[src/pidc_pkg.sv]
`default_nettype none

package pidc_pkg;

  // Defaults for the top-level parameters
  localparam int FRAC_BITS_DEF    = 16;
  localparam int FILTER_RC_US_DEF = 7958;

  // Microseconds per second, the time base of the interval input
  localparam int US_PER_S = 1000000;

  // Quotient bits retired per clock by the shared divider
  localparam int DIV_BITS_PER_CLK = 2;

  // Configuration register indexes
  localparam int CFG_IDX_W = 3;
  localparam logic [CFG_IDX_W-1:0] CFG_GAIN_P    = 3'd0;
  localparam logic [CFG_IDX_W-1:0] CFG_GAIN_I    = 3'd1;
  localparam logic [CFG_IDX_W-1:0] CFG_GAIN_D    = 3'd2;
  localparam logic [CFG_IDX_W-1:0] CFG_INT_LIMIT = 3'd3;
  localparam logic [CFG_IDX_W-1:0] CFG_LPF_EN    = 3'd4;

  // Request kinds
  localparam logic [1:0] KIND_STEP  = 2'd0;
  localparam logic [1:0] KIND_CLEAR = 2'd1;
  localparam logic [1:0] KIND_LOAD  = 2'd2;

  // Sequencer states
  typedef enum logic [4:0] {
    ST_IDLE,
    ST_MUL_P,
    ST_MUL_MAG,
    ST_MUL_IHI,
    ST_MUL_ILO,
    ST_DIV_I,
    ST_WAIT_I,
    ST_INT_ADD,
    ST_INT_CLAMP,
    ST_MUL_RATE,
    ST_DIV_RATE,
    ST_WAIT_RATE,
    ST_RATE_SAT,
    ST_FILT_SUB,
    ST_MUL_FILT,
    ST_DIV_FILT,
    ST_WAIT_FILT,
    ST_FILT_ADD,
    ST_MUL_D,
    ST_D_CAP,
    ST_SUM,
    ST_CTL,
    ST_DONE
  } pidc_state_t;

endpackage

`default_nettype wire

[src/pidc_div.sv]
`default_nettype none

module pidc_div #(
  parameter int NUM_W = 63,
  parameter int DEN_W = 20
) (
  input  wire logic             clk,
  input  wire logic             rst_n,
  input  wire logic             start,
  input  wire logic [NUM_W-1:0] num,
  input  wire logic [DEN_W-1:0] den,
  output logic                  done,
  output logic [NUM_W-1:0]      quo
);

  localparam int STEPS = pidc_pkg::DIV_BITS_PER_CLK;
  localparam int ITER  = (NUM_W + STEPS - 1) / STEPS;
  localparam int PAD_W = ITER * STEPS;
  localparam int CNT_W = $clog2(ITER + 1);

  logic [PAD_W-1:0] quo_r;
  logic [PAD_W-1:0] quo_nxt;
  logic [DEN_W-1:0] rem_r;
  logic [DEN_W-1:0] rem_nxt;
  logic [DEN_W-1:0] den_r;
  logic [CNT_W-1:0] cnt_r;
  logic             done_r;
  logic [DEN_W:0]   trial;

  // Retire STEPS restoring-division steps: shift in a dividend bit, try subtract
  always_comb begin
    quo_nxt = quo_r;
    rem_nxt = rem_r;
    trial   = '0;
    for (int k = 0; k < STEPS; k++) begin
      trial   = {rem_nxt, quo_nxt[PAD_W-1]};
      quo_nxt = {quo_nxt[PAD_W-2:0], 1'b0};
      if (trial >= {1'b0, den_r}) begin
        trial      = trial - {1'b0, den_r};
        quo_nxt[0] = 1'b1;
      end
      rem_nxt = trial[DEN_W-1:0];
    end
  end

  // Count iterations and flag the last one
  always_ff @(posedge clk) begin
    if (!rst_n) begin
      cnt_r  <= '0;
      done_r <= 1'b0;
    end else if (start) begin
      cnt_r  <= CNT_W'(ITER);
      done_r <= 1'b0;
    end else if (cnt_r != '0) begin
      cnt_r  <= cnt_r - 1'b1;
      done_r <= (cnt_r == CNT_W'(1));
    end else begin
      done_r <= 1'b0;
    end
  end

  // Load operands, then advance the quotient/remainder pair
  always_ff @(posedge clk) begin
    if (start) begin
      quo_r <= PAD_W'(num);
      rem_r <= '0;
      den_r <= den;
    end else if (cnt_r != '0) begin
      quo_r <= quo_nxt;
      rem_r <= rem_nxt;
    end
  end

  assign done = done_r;
  assign quo  = quo_r[NUM_W-1:0];

endmodule

`default_nettype wire
[config.mk]
export PLATFORM = sky130hd
export DESIGN_NAME = pidc_div
export DESIGN_NICKNAME = d
export VERILOG_FILES = /design/src/pidc_pkg.sv /design/src/pidc_div.sv
export SDC_FILE = /design/constraint.sdc
export NUM_CORES = 1
export LEC_CHECK = 0
export BUFFER_PORTS_ARGS = -buffer_cell sky130_fd_sc_hd__buf_2
export CELL_PAD_IN_SITES_DETAIL_PLACEMENT = 2
export CELL_PAD_IN_SITES_GLOBAL_PLACEMENT = 2
export CORE_MARGIN = 4
export CORE_UTILIZATION = 32
export DETAILED_ROUTE_END_ITERATION = 7
export PLACE_DENSITY_LB_ADDON = 0.08
export SLEW_MARGIN = 20
export SYNTH_ARGS = -nofsm -noshare
export SYNTH_HDL_FRONTEND = slang
export SYNTH_SLANG_ARGS = --single-unit
[constraint.sdc]
create_clock -name clk -period 4.9 [get_ports clk]
set_clock_uncertainty 0.1 [all_clocks]
set_input_delay 0.49 -clock clk [delete_from_list [all_inputs] [get_ports clk]]
set_output_delay 0.49 -clock clk [all_outputs]
set_load 0.03 [all_outputs]
Word-level counts from Yosys, hierarchy flattened
Index checks and enable logic that the tools add are counted.
Widths: inputs -> output; s select.
{"block": "classes", "mux": 8, "reduce_logical": 4, "bitwise_logic": 2, "add_sub_neg": 3, "n_lt_le_gt_ge": 2, "n_eq_ne": 1}
{"cell": "$mux 63", "n": 2}
{"cell": "$ge 21x20->1", "n": 2}
{"cell": "$mux 20", "n": 2}
{"cell": "$sub 20x20->20", "n": 2}
{"cell": "$mux 6", "n": 2}
{"cell": "$eq 6x1->1 const B", "n": 1}
{"cell": "$reduce_bool 6->1", "n": 1}
{"cell": "$sub 6x1->6 const B", "n": 1}
{"cell": "$reduce_or 3->1", "n": 1}
{"cell": "$mux 1", "n": 2}
{"cell": "$not 1->1", "n": 2}
{"cell": "$reduce_bool 2->1", "n": 1}
{"cell": "$reduce_or 2->1", "n": 1}
{"block": "word_totals", "inputBits": 86, "word_cells": 27, "output_inout_bits": 64, "regBits": 111}

Depth between registers and ports, before layout
{"block": "logic_depth", "depth_word": 6, "mapped_depth": 23, "depth_no_buf": 21}

Worst setup path before layout
OpenSTA, ideal clock, no wires.
{"block": "synth_timing", "path_type": "register to register", "start": "reg quo_r[63]", "end": "reg rem_r[8]", "setup_slack_ps": -25, "path_buffers": 2, "setup_time_ps": 105, "stages_incl_launch_ff": 24, "synth_period_minus_slack_ps": 4925, "arrival_ps": 4720, "required_time_ps": 4695, "cell_sequence": "dfxtp_1 -> inv_1 -> ha_1 -> inv_1 -> fa_1 -> a21oi_1 -> o211ai_1 -> o41a_1 -> a211oi_1 -> o21ai_0 -> xor2_1 -> mux2_2 -> ha_1 -> nand4_1 -> nor3_1 -> nand2_1 -> or2_2 -> a31oi_1 -> o31ai_1 -> o2111a_1 -> buf_6 -> buf_12 -> a2111o_1 -> o211ai_1"}
{"block": "synth_between", "elab_chain_cells": 4, "word_cells_on_any_way": 6, "classes_between": "2 x add/sub; 2 x order compare; 2 x mux"}
{"element": "start: declaration", "line": "pidc_div.sv:21", "source": "logic [PAD_W-1:0] quo_r;"}
{"element": "start signal: assignment", "line": "pidc_div.sv:65", "source": "quo_r <= PAD_W'(num);"}
{"element": "start signal: assignment", "line": "pidc_div.sv:69", "source": "quo_r <= quo_nxt;"}
{"element": "$sub 20x20->20 / $ge 21x20->1 (equally long branches)", "line": "pidc_div.sv:39, pidc_div.sv:38"}
{"element": "$mux 20 *", "line": "pidc_div.sv:38", "source": "if (trial >= {1'b0, den_r}) begin"}
{"element": "$sub 20x20->20 / $ge 21x20->1 (equally long branches)", "line": "pidc_div.sv:39, pidc_div.sv:38"}
{"element": "$mux 20 *", "line": "pidc_div.sv:38"}
{"element": "end signal: assignment", "line": "pidc_div.sv:70", "source": "rem_r <= rem_nxt;"}
{"element": "end: declaration", "line": "pidc_div.sv:23", "source": "logic [DEN_W-1:0] rem_r;"}
Mark *: on every way between the ends. The rest lies on a longest branch, timed or not.
A chain may end at the register's enable or synchronous reset.

Worst setup path after layout
{"block": "layout_timing", "start": "reg quo_r[63]", "end": "reg rem_r[5]"}
Same word-level chain as after synthesis.

==> results.json <==
{
  "synthArstFlopShare_pct": 0,
  "clock.fmax_mhz": 198,
  "worst_slack_ps": -159,
  "p_leak_nw": 4.15,
  "multi_input_area_um2": 4010,
  "netlist_instances": 658,
  "cts_max_level": 3,
  "wl_mm": 24.0,
  "critical_path.cell_chain": "inv_2 -> ha_4 -> inv_2 -> fa_2 -> a21oi_2 -> o211ai_1 -> o41a_1 -> a211oi_2 -> o21ai_1 -> xor2_1 -> mux2_4 -> ha_4 -> nand4_1 -> nor3_2 -> nand2_1 -> or2_4 -> a31oi_4 -> o31ai_2 -> o2111a_2 -> buf_6 -> buf_16 -> buf_4 -> o311ai_4",
  "drv_cap": 0,
  "regArea_um2": 3050,
  "yosys_warnings": 0,
  "reg2reg_depth": 23,
  "postSynthAreaPerCell_um2": 11.0,
  "nets": 1006,
  "cts_tree": "done",
  "grt_pass1_vias": 6601,
  "detailed_place_hpwl_mm": 17.1,
  "synth_nets": 788,
  "tightest_slew_ps": 852,
  "finalHoldViolations": 0,
  "fin_crit_ps": 5060,
  "drive_above_1_share_pct": 54.1,
  "whs_endpoint": "den_r[1]$_DFFE_PP_",
  "viasPerCell": 5.00,
  "clock_path_buffers": 2,
  "violations": "negative setup slack",
  "start_util_pct": 32.8,
  "cts_root_buf": "clkbuf_16",
  "yosysSeqAreaShare_pct": 42.2,
  "drt_iter0_markers": 158,
  "syn-cell-area_um2": 7230,
  "synth_seq_cells": 111,
  "setup_viol": 8,
  "grt_pass1_wl_mm": 37.2,
  "end_kind": "flop",
  "synth_area_leader_cell": "edfxtp_1",
  "vdd_drop_max_mv": 0.297,
  "hold_path_depth": 1,
  "dr.pass1.iters": 4,
  "antenna_found_initial": 1,
  "holdCritPathClass": "in2reg",
  "required_ps": 5080,
  "wl_per_cell_um": 20.7,
  "post_synth_num_cell_types": 66,
  "worstReg2RegStart": "quo_r[63]$_SDFFE_PP0P_",
  "drcViolationCount": 0,
  "die_y_um": 158,
  "coreArea_um2": 22000,
  "synth-main-ff-cell": "edfxtp_1",
  "grt_start_max_net_pins": 63,
  "cts.clk_slew.worst_paths_ps": 90,
  "r2r_setup_slack_ps": -160,
  "nFillCells": 2291,
  "die_w_um": 158,
  "rows": 54,
  "maxSlewViolCount": 0,
  "clock_latency_ps": 370,
  "num_vias": 5809,
  "synth_top_area_share_pct": 34.5,
  "period_share_pct": 103,
  "antenna_cells": 0,
  "cp-start-kind": "flop",
  "worst-path-max-fanout": 7,
  "grtUsageTotal_pct": 19.0,
  "io_buffers": 149,
  "grt_overflow": 0,
  "arrival_ps": 5240,
  "numClockSinks": 111,
  "mostFrequentLayoutCell": "buf_2",
  "finish.utilization_pct": 44.2,
  "io_pins": 150,
  "run_status": "complete, but fails checks",
  "synth.area.top_cells": "edfxtp_1 34%, mux2_2 12%, dfxtp_1 7.8%, ha_1 7.3%, buf_4 6.6%",
  "place_congestion": 0.795,
  "cp_slowest_cell": "o41a_1",
  "dieArea_um2": 25100,
  "cpPeakStageDelay_ps": 410,
  "crit_type": "reg2reg",
  "max_slew_margin_pct": 43.2,
  "total_power_mw": 7.21,
  "synth_edf_count": 83,
  "mostFrequentLayoutCells": "148 x buf_2, 130 x buf_4, 83 x edfxtp_1",
  "power_density_nw_per_um2": 740,
  "ant_nets": 0,
  "min_from": "den[1]",
  "cts_inserted_buffers": 9,
  "areaGrowthSynthToFinish_pct": 34.7,
  "rsz0062_at_grt": "yes",
  "timing.rr.end": "rem_r[5]$_SDFFE_PP0P_"
}
==> stage by stage <==
stage                     area [um^2]  worst slack [ps]  std cells  TNS, ps  hold slack, ps
final                            9740              -159       1161     -711             190
after global routing             9740              -388       1161    -5220             171
after CTS                        9380             -16.4       1143    -16.4             174
after detailed placement         8580              -293       1111    -4600             355
after global placement           8580              -216       1111    -1980             354
after floorplan                  7240              24.3        658        0             332
==> what timing repair did <==
action,in CTS,in global routing
gates resized for setup,68,55
cloned,2,0
hold endpoints to repair,0,0
pin swaps,24,40
hold buffers,0,0
setup buffers,14,20
setup endpoints to repair,21,21
==> worst max path at each step <==
stage | start | endpoint | slack (ps) | depth (start not counted)
final | quo_r[63]$_SDFFE_PP0P_ | rem_r[5]$_SDFFE_PP0P_ | -160 | 23
after global routing | quo_r[63]$_SDFFE_PP0P_ | rem_r[5]$_SDFFE_PP0P_ | -390 | 23
after CTS | quo_r[63]$_SDFFE_PP0P_ | rem_r[8]$_SDFFE_PP0P_ | -20 | 22
after detailed placement | den_r[3]$_DFFE_PP_ | rem_r[4]$_SDFFE_PP0P_ | -290 | 22
after global placement | quo_r[63]$_SDFFE_PP0P_ | rem_r[5]$_SDFFE_PP0P_ | -220 | 22
after floorplan | quo_r[63]$_SDFFE_PP0P_ | rem_r[8]$_SDFFE_PP0P_ | 20 | 23
==> worst max-delay path: cells and delay by family (launching register included) <==
family                     cells  cell delay (ps)
DFF                            1              340
and+or+nand+nor                4              750
adders and majority gates      3              810
xor gates and xnor gates       1              190
muxes                          1              290
AOI/OAI and AO/OA              9             1940
buffers and inverters          5              570
==> sequential cells by signal (all words and copies together) (netlist names) <==
register  flops
rem_r        20
cnt_r         6
done          1
quo_r        64
den_r        20
==> cells in the mapped netlist, types with 2 or more instances <==
library cell,n
nand4_1,3
edfxtp_1,83
nor2_1,46
o21bai_1,2
a21o_1,7
o211a_1,2
nor4_1,2
a211oi_1,16
clkbuf_1,13
a22oi_1,2
a221oi_1,2
dfxtp_1,28
nand2b_1,10
ha_1,42
nor3_1,8
fa_1,2
a2111oi_4,2
nor3b_1,2
inv_1,37
nand3_2,2
o211ai_1,4
o21ai_0,15
nand3_1,16
mux2_2,77
a21oi_1,34
o21a_1,3
buf_2,3
buf_4,64
a31oi_1,4
xnor2_1,26
nor2b_1,5
a31o_2,2
mux2i_1,18
o311ai_0,3
o2bb2ai_1,2
xor2_1,11
nand2_1,29
o31ai_1,2
a211o_1,2
==> final cells by class <==
class                           count  area share (%)
Clock buffer                        9            2.31
Clock inverter                      7           0.822
Inverter                           37            1.43
Multi-Input combinational cell    428            41.2
Sequential cell                   111            31.3
Tap cell                          280            3.60
Timing Repair Buffer              289            19.3
==> power breakdown <==
group	leakage [nW]	internal (mW)	switching (mW)	total [mW]
combinational	2.93	2.36	2.56	4.92
sequential	1.08	1.33	0.163	1.49
clock	0.146	0.369	0.428	0.797
total	4.15	4.06	3.15	7.21
==> metal layers <==
layer / vias up / share of wire [%] / global-route usage (%)
met5: - / 0.029 / 0
met4: 2 / 1.7 / 4.02
met3: 29 / 4.8 / 4.97
met2: 117 / 51 / 32.9
met1: 2875 / 42 / 23.9
li1: 2786 / - / -
==> cells by family (layout without fill, tap and decap cells) <==
group | after synthesis | in the layout | synth area share, %
simple gates | 132 | 132 | 8.72
compound gates | 119 | 119 | 12.2
buf+inv | 119 | 342 | 9.88
flops | 111 | 111 | 42.2
mux | 96 | 96 | 14.6
fa+ha+maj | 44 | 44 | 7.82
xor+xnor | 37 | 37 | 4.48
(Power assumes the default switching activity.)
